## src/hdl/kwl_pkg.sv

```systemverilog
`timescale 1ns / 1ps
// ----------------------------------------------------------------------------
// kwl_pkg
// Shared types, constants and keyword lookup for the keyword lexer.
// ----------------------------------------------------------------------------
package kwl_pkg;

	localparam int KW_MAX_LEN  = 5;
	localparam int OFFSET_BITS = 16;
	localparam int VALUE_BITS  = 31;
	localparam int LEN_BITS    = 16;
	localparam int KW_TEXT_LEN = 5;
	localparam int KW_COUNT    = 8;
	localparam int QUEUE_DEPTH = 4;
	localparam int QPTR_W      = $clog2(QUEUE_DEPTH);
	localparam int QCNT_W      = $clog2(QUEUE_DEPTH + 1);

	localparam logic [LEN_BITS-1:0]   LEN_MAX   = {LEN_BITS{1'b1}};
	localparam logic [VALUE_BITS-1:0] VALUE_MAX = {VALUE_BITS{1'b1}};

	// token kinds
	localparam logic [4:0] TK_WORD   = 5'd0;
	localparam logic [4:0] TK_STRING = 5'd1;
	localparam logic [4:0] TK_NUMBER = 5'd2;
	localparam logic [4:0] TK_TRUE   = 5'd3;
	localparam logic [4:0] TK_FALSE  = 5'd4;
	localparam logic [4:0] TK_NONE   = 5'd5;
	localparam logic [4:0] TK_EQUAL  = 5'd6;
	localparam logic [4:0] TK_LESS   = 5'd8;
	localparam logic [4:0] TK_GREATER = 5'd9;
	localparam logic [4:0] TK_PLUS   = 5'd12;
	localparam logic [4:0] TK_MINUS  = 5'd13;
	localparam logic [4:0] TK_STAR   = 5'd14;
	localparam logic [4:0] TK_SLASH  = 5'd15;
	localparam logic [4:0] TK_BANG   = 5'd16;
	localparam logic [4:0] TK_SEMI   = 5'd17;
	localparam logic [4:0] TK_QUOTE  = 5'd19;
	localparam logic [4:0] TK_LPAREN = 5'd20;
	localparam logic [4:0] TK_RPAREN = 5'd21;
	localparam logic [4:0] TK_PRINT  = 5'd22;
	localparam logic [4:0] TK_VAR    = 5'd23;
	localparam logic [4:0] TK_INPUT  = 5'd24;
	localparam logic [4:0] TK_IF     = 5'd25;
	localparam logic [4:0] TK_ELSE   = 5'd26;

	// error codes
	localparam logic [1:0] ERR_NONE     = 2'd0;
	localparam logic [1:0] ERR_UNTERM   = 2'd1;
	localparam logic [1:0] ERR_OVERFLOW = 2'd2;

	typedef logic [KW_MAX_LEN-1:0][7:0]  kw_chars_t;
	typedef logic [KW_TEXT_LEN-1:0][7:0] kw_text_t;

	typedef struct packed {
		logic [7:0] source_byte;
		logic       end_of_input;
	} src_t;

	typedef struct packed {
		logic [4:0]            token_kind;
		logic [VALUE_BITS-1:0] number_value;
		logic [OFFSET_BITS-1:0] start_offset;
		logic [LEN_BITS-1:0]   token_length;
		logic [1:0]            error_code;
		logic                  last_of_run;
	} tok_t;

	typedef struct packed {
		logic [1:0] count;
		tok_t       first;
		tok_t       second;
	} kwl_push_t;

	// character j of a keyword sits at index j
	localparam kw_text_t KW_TEXT [KW_COUNT] = '{
		{8'h00, 8'h00, "r", "a", "v"},
		{"t", "n", "i", "r", "p"},
		{"t", "u", "p", "n", "i"},
		{8'h00, "e", "u", "r", "t"},
		{"e", "s", "l", "a", "f"},
		{8'h00, "e", "n", "o", "n"},
		{8'h00, 8'h00, 8'h00, "f", "i"},
		{8'h00, "e", "s", "l", "e"}
	};
	localparam logic [2:0] KW_LEN [KW_COUNT] = '{3'd3, 3'd5, 3'd5, 3'd4, 3'd5, 3'd4, 3'd2, 3'd4};
	localparam logic [4:0] KW_KIND [KW_COUNT] = '{
		TK_VAR, TK_PRINT, TK_INPUT, TK_TRUE, TK_FALSE, TK_NONE, TK_IF, TK_ELSE
	};

	function automatic logic [4:0] word_kind(input kw_chars_t chars,
	                                         input logic [LEN_BITS-1:0] len);
		logic [4:0] kind;
		logic       hit;
		kind = TK_WORD;
		for (int i = KW_COUNT - 1; i >= 0; i--) begin
			hit = (len == LEN_BITS'(KW_LEN[i]));
			for (int j = 0; j < KW_TEXT_LEN; j++) begin
				if (j < int'(KW_LEN[i]) && chars[j] != KW_TEXT[i][j])
					hit = 1'b0;
			end
			if (hit)
				kind = KW_KIND[i];
		end
		return kind;
	endfunction

	function automatic logic [5:0] op_kind(input logic [7:0] c);
		// bit 5 set: known operator
		case (c)
			"+":     return {1'b1, TK_PLUS};
			"-":     return {1'b1, TK_MINUS};
			"/":     return {1'b1, TK_SLASH};
			"*":     return {1'b1, TK_STAR};
			"=":     return {1'b1, TK_EQUAL};
			">":     return {1'b1, TK_GREATER};
			"<":     return {1'b1, TK_LESS};
			"!":     return {1'b1, TK_BANG};
			";":     return {1'b1, TK_SEMI};
			"(":     return {1'b1, TK_LPAREN};
			")":     return {1'b1, TK_RPAREN};
			default: return 6'd0;
		endcase
	endfunction

endpackage

```

## src/hdl/kwl_core.sv

```systemverilog
`timescale 1ns / 1ps
// ----------------------------------------------------------------------------
// kwl_core
// Scanner state and per-byte token decision; produces up to two tokens.
// ----------------------------------------------------------------------------
module kwl_core
	import kwl_pkg::*;
(
	input  logic      clk,
	input  logic      arst_n,
	input  logic      fire,
	input  src_t      item,
	output kwl_push_t push
);

	typedef enum logic [1:0] {MODE_IDLE, MODE_WORD, MODE_NUMBER, MODE_STRING} mode_t;

	mode_t                   mode_q, mode_d;
	kw_chars_t               chars_q, chars_d;
	logic [LEN_BITS-1:0]     len_q, len_d;
	logic [VALUE_BITS-1:0]   acc_q, acc_d;
	logic                    ovf_q, ovf_d;
	logic [OFFSET_BITS-1:0]  pos_q, pos_d;
	logic [OFFSET_BITS-1:0]  start_q, start_d;

	logic [7:0]              c;
	logic                    is_letter, is_digit, is_quote;
	logic [3:0]              digit;
	logic [VALUE_BITS+3:0]   acc_next;
	logic [LEN_BITS-1:0]     len_bump;
	logic [5:0]              op;
	tok_t                    pend, e0, e1;
	logic                    e0_v, e1_v;

	always_comb begin
		c         = item.source_byte;
		is_letter = (c >= "a" && c <= "z") || (c >= "A" && c <= "Z");
		is_digit  = (c >= "0" && c <= "9");
		is_quote  = (c == 8'h22);
		digit     = 4'(c - "0");
		acc_next  = {acc_q, 3'b000} + {2'b00, acc_q, 1'b0} + (VALUE_BITS+4)'(digit);
		len_bump  = (len_q != LEN_MAX) ? len_q + 1'b1 : len_q;
		op        = op_kind(c);

		pend = '0;
		pend.start_offset = start_q;
		pend.token_length = len_q;
		case (mode_q)
			MODE_WORD:   pend.token_kind = word_kind(chars_q, len_q);
			MODE_NUMBER: begin
				pend.token_kind   = TK_NUMBER;
				pend.number_value = acc_q;
				pend.error_code   = ovf_q ? ERR_OVERFLOW : ERR_NONE;
			end
			default: begin
				pend.token_kind = TK_STRING;
				pend.error_code = ERR_UNTERM;
			end
		endcase

		mode_d  = mode_q;
		chars_d = chars_q;
		len_d   = len_q;
		acc_d   = acc_q;
		ovf_d   = ovf_q;
		start_d = start_q;
		pos_d   = pos_q + 1'b1;
		e0_v    = 1'b0;
		e1_v    = 1'b0;
		e0      = pend;
		e1      = '0;
		e1.start_offset = pos_q;
		e1.token_length = LEN_BITS'(1);

		if (item.end_of_input) begin
			e0_v    = (mode_q != MODE_IDLE);
			mode_d  = MODE_IDLE;
			chars_d = '0;
			len_d   = '0;
			acc_d   = '0;
			ovf_d   = 1'b0;
			pos_d   = '0;
			start_d = '0;
		end else if (mode_q == MODE_STRING) begin
			if (is_quote) begin
				e0_v          = 1'b1;
				e0.error_code = ERR_NONE;
				e1_v          = 1'b1;
				e1.token_kind = TK_QUOTE;
				mode_d        = MODE_IDLE;
			end else begin
				len_d = len_bump;
			end
		end else if (mode_q == MODE_WORD && is_letter) begin
			for (int i = 0; i < KW_MAX_LEN; i++) begin
				if (len_q == LEN_BITS'(i))
					chars_d[i] = c;
			end
			len_d = len_bump;
		end else if (mode_q == MODE_NUMBER && is_digit) begin
			if (acc_next > (VALUE_BITS+4)'(VALUE_MAX)) begin
				acc_d = VALUE_MAX;
				ovf_d = 1'b1;
			end else begin
				acc_d = acc_next[VALUE_BITS-1:0];
			end
			len_d = len_bump;
		end else begin
			e0_v   = (mode_q != MODE_IDLE);
			mode_d = MODE_IDLE;
			if (is_letter) begin
				mode_d     = MODE_WORD;
				start_d    = pos_q;
				len_d      = LEN_BITS'(1);
				chars_d[0] = c;
			end else if (is_digit) begin
				mode_d  = MODE_NUMBER;
				start_d = pos_q;
				len_d   = LEN_BITS'(1);
				acc_d   = VALUE_BITS'(digit);
				ovf_d   = 1'b0;
			end else if (is_quote) begin
				e1_v          = 1'b1;
				e1.token_kind = TK_QUOTE;
				mode_d        = MODE_STRING;
				start_d       = pos_q + 1'b1;
				len_d         = '0;
			end else if (op[5]) begin
				e1_v          = 1'b1;
				e1.token_kind = op[4:0];
			end
		end

		push = '0;
		if (e0_v && e1_v) begin
			push.count  = 2'd2;
			push.first  = e0;
			push.second = e1;
			push.second.last_of_run = 1'b1;
		end else if (e0_v) begin
			push.count = 2'd1;
			push.first = e0;
			push.first.last_of_run = 1'b1;
		end else if (e1_v) begin
			push.count = 2'd1;
			push.first = e1;
			push.first.last_of_run = 1'b1;
		end
		if (!fire)
			push.count = 2'd0;
	end

	always_ff @(posedge clk or negedge arst_n) begin
		if (!arst_n) begin
			mode_q  <= MODE_IDLE;
			chars_q <= '0;
			len_q   <= '0;
			acc_q   <= '0;
			ovf_q   <= 1'b0;
			pos_q   <= '0;
			start_q <= '0;
		end else if (fire) begin
			mode_q  <= mode_d;
			chars_q <= chars_d;
			len_q   <= len_d;
			acc_q   <= acc_d;
			ovf_q   <= ovf_d;
			pos_q   <= pos_d;
			start_q <= start_d;
		end
	end

endmodule

```

## src/hdl/kwl_queue.sv

```systemverilog
`timescale 1ns / 1ps
// ----------------------------------------------------------------------------
// kwl_queue
// Token result queue: takes up to two tokens per cycle, hands out one while tok_ready is high.
// ----------------------------------------------------------------------------
module kwl_queue
	import kwl_pkg::*;
(
	input  logic      clk,
	input  logic      arst_n,
	input  kwl_push_t push,
	output logic      room,
	output logic      tok_valid,
	input  logic      tok_ready,
	output tok_t      tok
);

	tok_t              slot_q [QUEUE_DEPTH];
	logic [QPTR_W-1:0] rd_q, wr_q;
	logic [QCNT_W-1:0] cnt_q;
	logic              pop;

	assign tok_valid = (cnt_q != '0);
	assign tok       = slot_q[rd_q];
	assign pop       = tok_valid && tok_ready;
	assign room      = (cnt_q <= QCNT_W'(QUEUE_DEPTH - 2));

	always_ff @(posedge clk) begin
		if (push.count != 2'd0)
			slot_q[wr_q] <= push.first;
		if (push.count == 2'd2)
			slot_q[wr_q + 1'b1] <= push.second;
	end

	always_ff @(posedge clk or negedge arst_n) begin
		if (!arst_n) begin
			rd_q  <= '0;
			wr_q  <= '0;
			cnt_q <= '0;
		end else begin
			wr_q  <= wr_q + QPTR_W'(push.count);
			rd_q  <= rd_q + QPTR_W'(pop);
			cnt_q <= cnt_q + QCNT_W'(push.count) - QCNT_W'(pop);
		end
	end

endmodule

```

## src/hdl/keyword_lexer.sv

```systemverilog
`timescale 1ns / 1ps
// ----------------------------------------------------------------------------
// keyword_lexer
// Streaming byte-to-token scanner with keyword matching and number values.
// ----------------------------------------------------------------------------
// Order: tokens are registered into the queue and offered on tok in order.
// Throughput: one byte per cycle; a byte may yield two tokens, drained one per
// cycle while tok_ready is high through a four-entry token queue, which holds
// src_ready low while fewer than two entries are free.
// Reset: arst_n clears scanner state to idle at offset 0 and empties the queue.
// ----------------------------------------------------------------------------
module keyword_lexer
	import kwl_pkg::*;
(
	input  logic clk,
	input  logic arst_n,
	input  logic src_valid,
	output logic src_ready,
	input  src_t src,
	output logic tok_valid,
	input  logic tok_ready,
	output tok_t tok
);

	kwl_push_t push;
	logic      fire;

	assign fire = src_valid && src_ready;

	kwl_core u_core (
		.clk    (clk),
		.arst_n (arst_n),
		.fire   (fire),
		.item   (src),
		.push   (push)
	);

	kwl_queue u_queue (
		.clk       (clk),
		.arst_n    (arst_n),
		.push      (push),
		.room      (src_ready),
		.tok_valid (tok_valid),
		.tok_ready (tok_ready),
		.tok       (tok)
	);

endmodule
```

## config.mk

```make
export PLATFORM = sky130hd
export DESIGN_NAME = keyword_lexer
export DESIGN_NICKNAME = d
export VERILOG_FILES = /design/src/hdl/kwl_pkg.sv /design/src/hdl/kwl_core.sv /design/src/hdl/kwl_queue.sv /design/src/hdl/keyword_lexer.sv
export SDC_FILE = /design/constraint.sdc
export NUM_CORES = 1
export LEC_CHECK = 0
export BUFFER_PORTS_ARGS = -buffer_cell sky130_fd_sc_hd__buf_4
export CAP_MARGIN = 30
export CORE_MARGIN = 2
export CORE_UTILIZATION = 60
export DETAILED_ROUTE_END_ITERATION = 7
export GPL_ROUTABILITY_DRIVEN = 0
export PLACE_DENSITY = 0.78
export SYNTH_ARGS = -nofsm -noshare
export SYNTH_HDL_FRONTEND = slang
export SYNTH_HIERARCHICAL = 1
export SYNTH_SLANG_ARGS = --single-unit
```

## constraint.sdc

```tcl
create_clock -name clk -period 15.1 [get_ports clk]
set_input_delay 0.755 -clock clk [delete_from_list [all_inputs] [get_ports clk]]
set_output_delay 0.755 -clock clk [all_outputs]
set_load 0.005 [all_outputs]
```

==> flow_metrics.tcl <==
set metrics [dict create \
    clockBufferDepth 3 \
    post_cts_buffers 0 \
    synth-async-reset-ratio_pct 31.23 \
    tightest_slew_ns 1.028 \
    skew_ns 0.01436 \
    core_area_sq_um 39550 \
    antenna_found_initial 0 \
    min_path_type "in2async" \
    ys_seq_area_share_pct 49.14 \
    yosysUniqueCellTypes 84 \
    cts.repair.resized 0 \
    postSynthCellCount 1881 \
    slew_violations 0 \
    p_leak_uw 0.01045 \
    groute.usage.overall_pct 27.58 \
    start_util_pct 60.49 \
    synthFlopType "edfxtp_1" \
    path_max_fanout 55 \
    synth-edff-count 284 \
    drive_gt1_share_pct 30.62 \
    io_pins 86 \
    postRouteAntennaNets 0 \
    grt_pass1_vias 15990 \
    remaining_drc_errors 0 \
    mostFrequentLayoutCells "320 x mux2_2, 284 x edfxtp_1, 127 x dfrtp_1" \
    fp.dieH_um 203.7 \
    cp_top_family "simple AND/OR/NAND/NOR gates" \
    grt_max_degree 66 \
    use_met2_pct 43.15 \
    slowest_delay_ns 0.87 \
    timing.final.crit_share_pct 43.53 \
    ir_drop_mv 0.09700 \
    totalPowerFinal_uw 3289 \
    overflow 0 \
    start_kind "primary input" \
    drt_iter0_drc 1516 \
    cts_tree "yes" \
    crit_type "in2reg" \
    finalCriticalPeriod_ns 6.573 \
    drtPass1Iterations 5 \
    synth_warnings 6 \
    rows 73 \
    reg2reg_slack_ns 9.02 \
    end_kind "register" \
    cts_made_buffers 44 \
    num_antenna_cells 0 \
    setup_viol 0 \
    critPathSlowestCell "ha_1" \
    avgSynthCellArea_sq_um 12.72 \
    htreeDepth 2 \
    finalNetCount 2009 \
    use_met1_pct 40.36 \
    fmax_ghz 0.1521 \
    relSlewSlack_pct 31.44 \
    die_area_sq_um 41490 \
    finalHoldViolCount 0 \
    worstPathCellList "buf_4 -> or4b_1 -> nor4_2 -> nand2_1 -> o22ai_1 -> buf_4 -> ha_1 -> inv_1 -> nor2_1 -> nand4b_1 -> o21ai_4 -> buf_4" \
    wire_per_inst_um 22.88 \
    grt_most_used_layer "met2" \
    cts_root_buf "clkbuf_16" \
    worst_ep_arrival_time_ns 6.77 \
    cap_violations 0 \
    die_x_um 203.7 \
    grt_pass1_wl_um 89270 \
    clkTransAtPathRegs_ns 0.06 \
    p_per_area_nw_per_um2 125.9 \
    crit_top_cell "buf_4" \
    syn2layout_area_growth_pct 9.220 \
    wl_um 56690 \
    insertion_delay_ns 0.57 \
    finalSetupTns_ns 0 \
    clock-sinks 413 \
    vias 16080 \
    critPathRequiredTime_ns 15.29 \
    ys_seq_elements 413 \
    routed_via_density 6.490 \
    hpwl_um 36300 \
    grtUsageMet3_pct 4.155 \
    final_common_cell "mux2_2" \
    syn_area_sq_um 23920 \
    io_buffers 85 \
    hold_buffers 0 \
    status "finished clean" \
    rsz0062_at_grt "no" \
    critPathBufInv 4 \
]
[sequential cells by signal (all words and copies together), names as in the netlist, 3 cells and up]
name and cells:
u_queue/slot_q 284, u_core/chars_q 40, u_core/acc_q 31, u_core/len_q 16
u_core/pos_q 16, u_core/start_q 16, u_queue/cnt_q 3
[path summary, 6_finish.rpt]
kind | from | end | cells past startpoint
worst min-delay path | arst_n | u_core/chars_q[23]$_DFFE_PN0P_ | 1
worst max-delay path | src[5] | u_queue/slot_q[0][48]$_DFFE_PP_ | 12
worst max register to register | u_core/mode_q[1]$_DFFE_PN0P_ | u_queue/slot_q[0][48]$_DFFE_PP_ | 12
worst min register to register | u_core/start_q[0]$_DFFE_PN0P_ | u_core/start_q[0]$_DFFE_PN0P_ | 2
max in group asynchronous | arst_n | u_queue/rd_q[0]$_DFF_PN0_ | 2
min in group clk | u_core/start_q[0]$_DFFE_PN0P_ | u_core/start_q[0]$_DFFE_PN0P_ | 2
[synth_stat cells, drive strengths merged, types with 19 or more instances]
library cell	instances	area (sq um)
nand4	22	137.6
and3	48	300.3
xnor2	38	332.8
clkbuf	56	214.0
ha	74	925.9
nor4	20	131.4
nor3	23	130.1
nor2	76	287.8
nand2	121	454.2
o21ai	56	280.3
o31ai	29	217.7
buf	108	753.2
a21oi	61	312.8
mux4	71	1599
inv	37	138.9
and2	38	237.7
xor2	19	166.4
dfrtp	129	3228
a221o	27	270.3
mux2	320	3603
nand3	48	245.2
edfxtp	284	8528
[logic make-up after synthesis]
logic type               count (synthesis)  share of synthesized area (%)
multiplexers                           397                          22.00
buffers and inverters                  201                          4.623
adder cells (fa/ha/maj)                 77                          4.121
XOR/XNOR                                57                          2.087
AO/OA/AOI/OAI                          261                          7.542
other                                    1                        0.01567
flip-flops                             413                          49.14
AND/OR/NAND/NOR                        474                          10.48
[power by group]
group          switching [uW]  internal (uW)
sequential                112           1300
clock                     443            581
combinational             418            430
total                     974           2320
[layout make-up]
class / count / area, sq um
inverter: 37 / 138.9
clock buffer: 55 / 1162
fill: 2796 / 13420
multi-input combinational: 1314 / 11310
sequential: 413 / 11760
tap: 525 / 656.9
clock inverter: 25 / 190.2
timing repair buffer: 109 / 909.6
[routing by layer]
| metal | wire length (um) | share of wire [%] |
|---|---|---|
| met4 | 1277 | 2.3 |
| met1 | 24640 | 43 |
| met2 | 26210 | 46 |
| met3 | 4560 | 8.0 |
| met5 | 0 | 0 |
[through the flow]
step	std cells	setup WS [ns]	util [%]	cell area, sq um	hold WS [ns]
global placement	2389	8.219	62.25	24620	0.4600
floorplan	1928	6.037	-	24100	0.4484
CTS	2475	8.547	65.95	26080	0.3104
global route	2478	8.162	66.07	26130	0.3434
detailed placement	2395	7.979	62.53	24730	0.4656
finish	2478	8.527	66.07	26130	0.2892
Power figures use the tool's default switching activity.
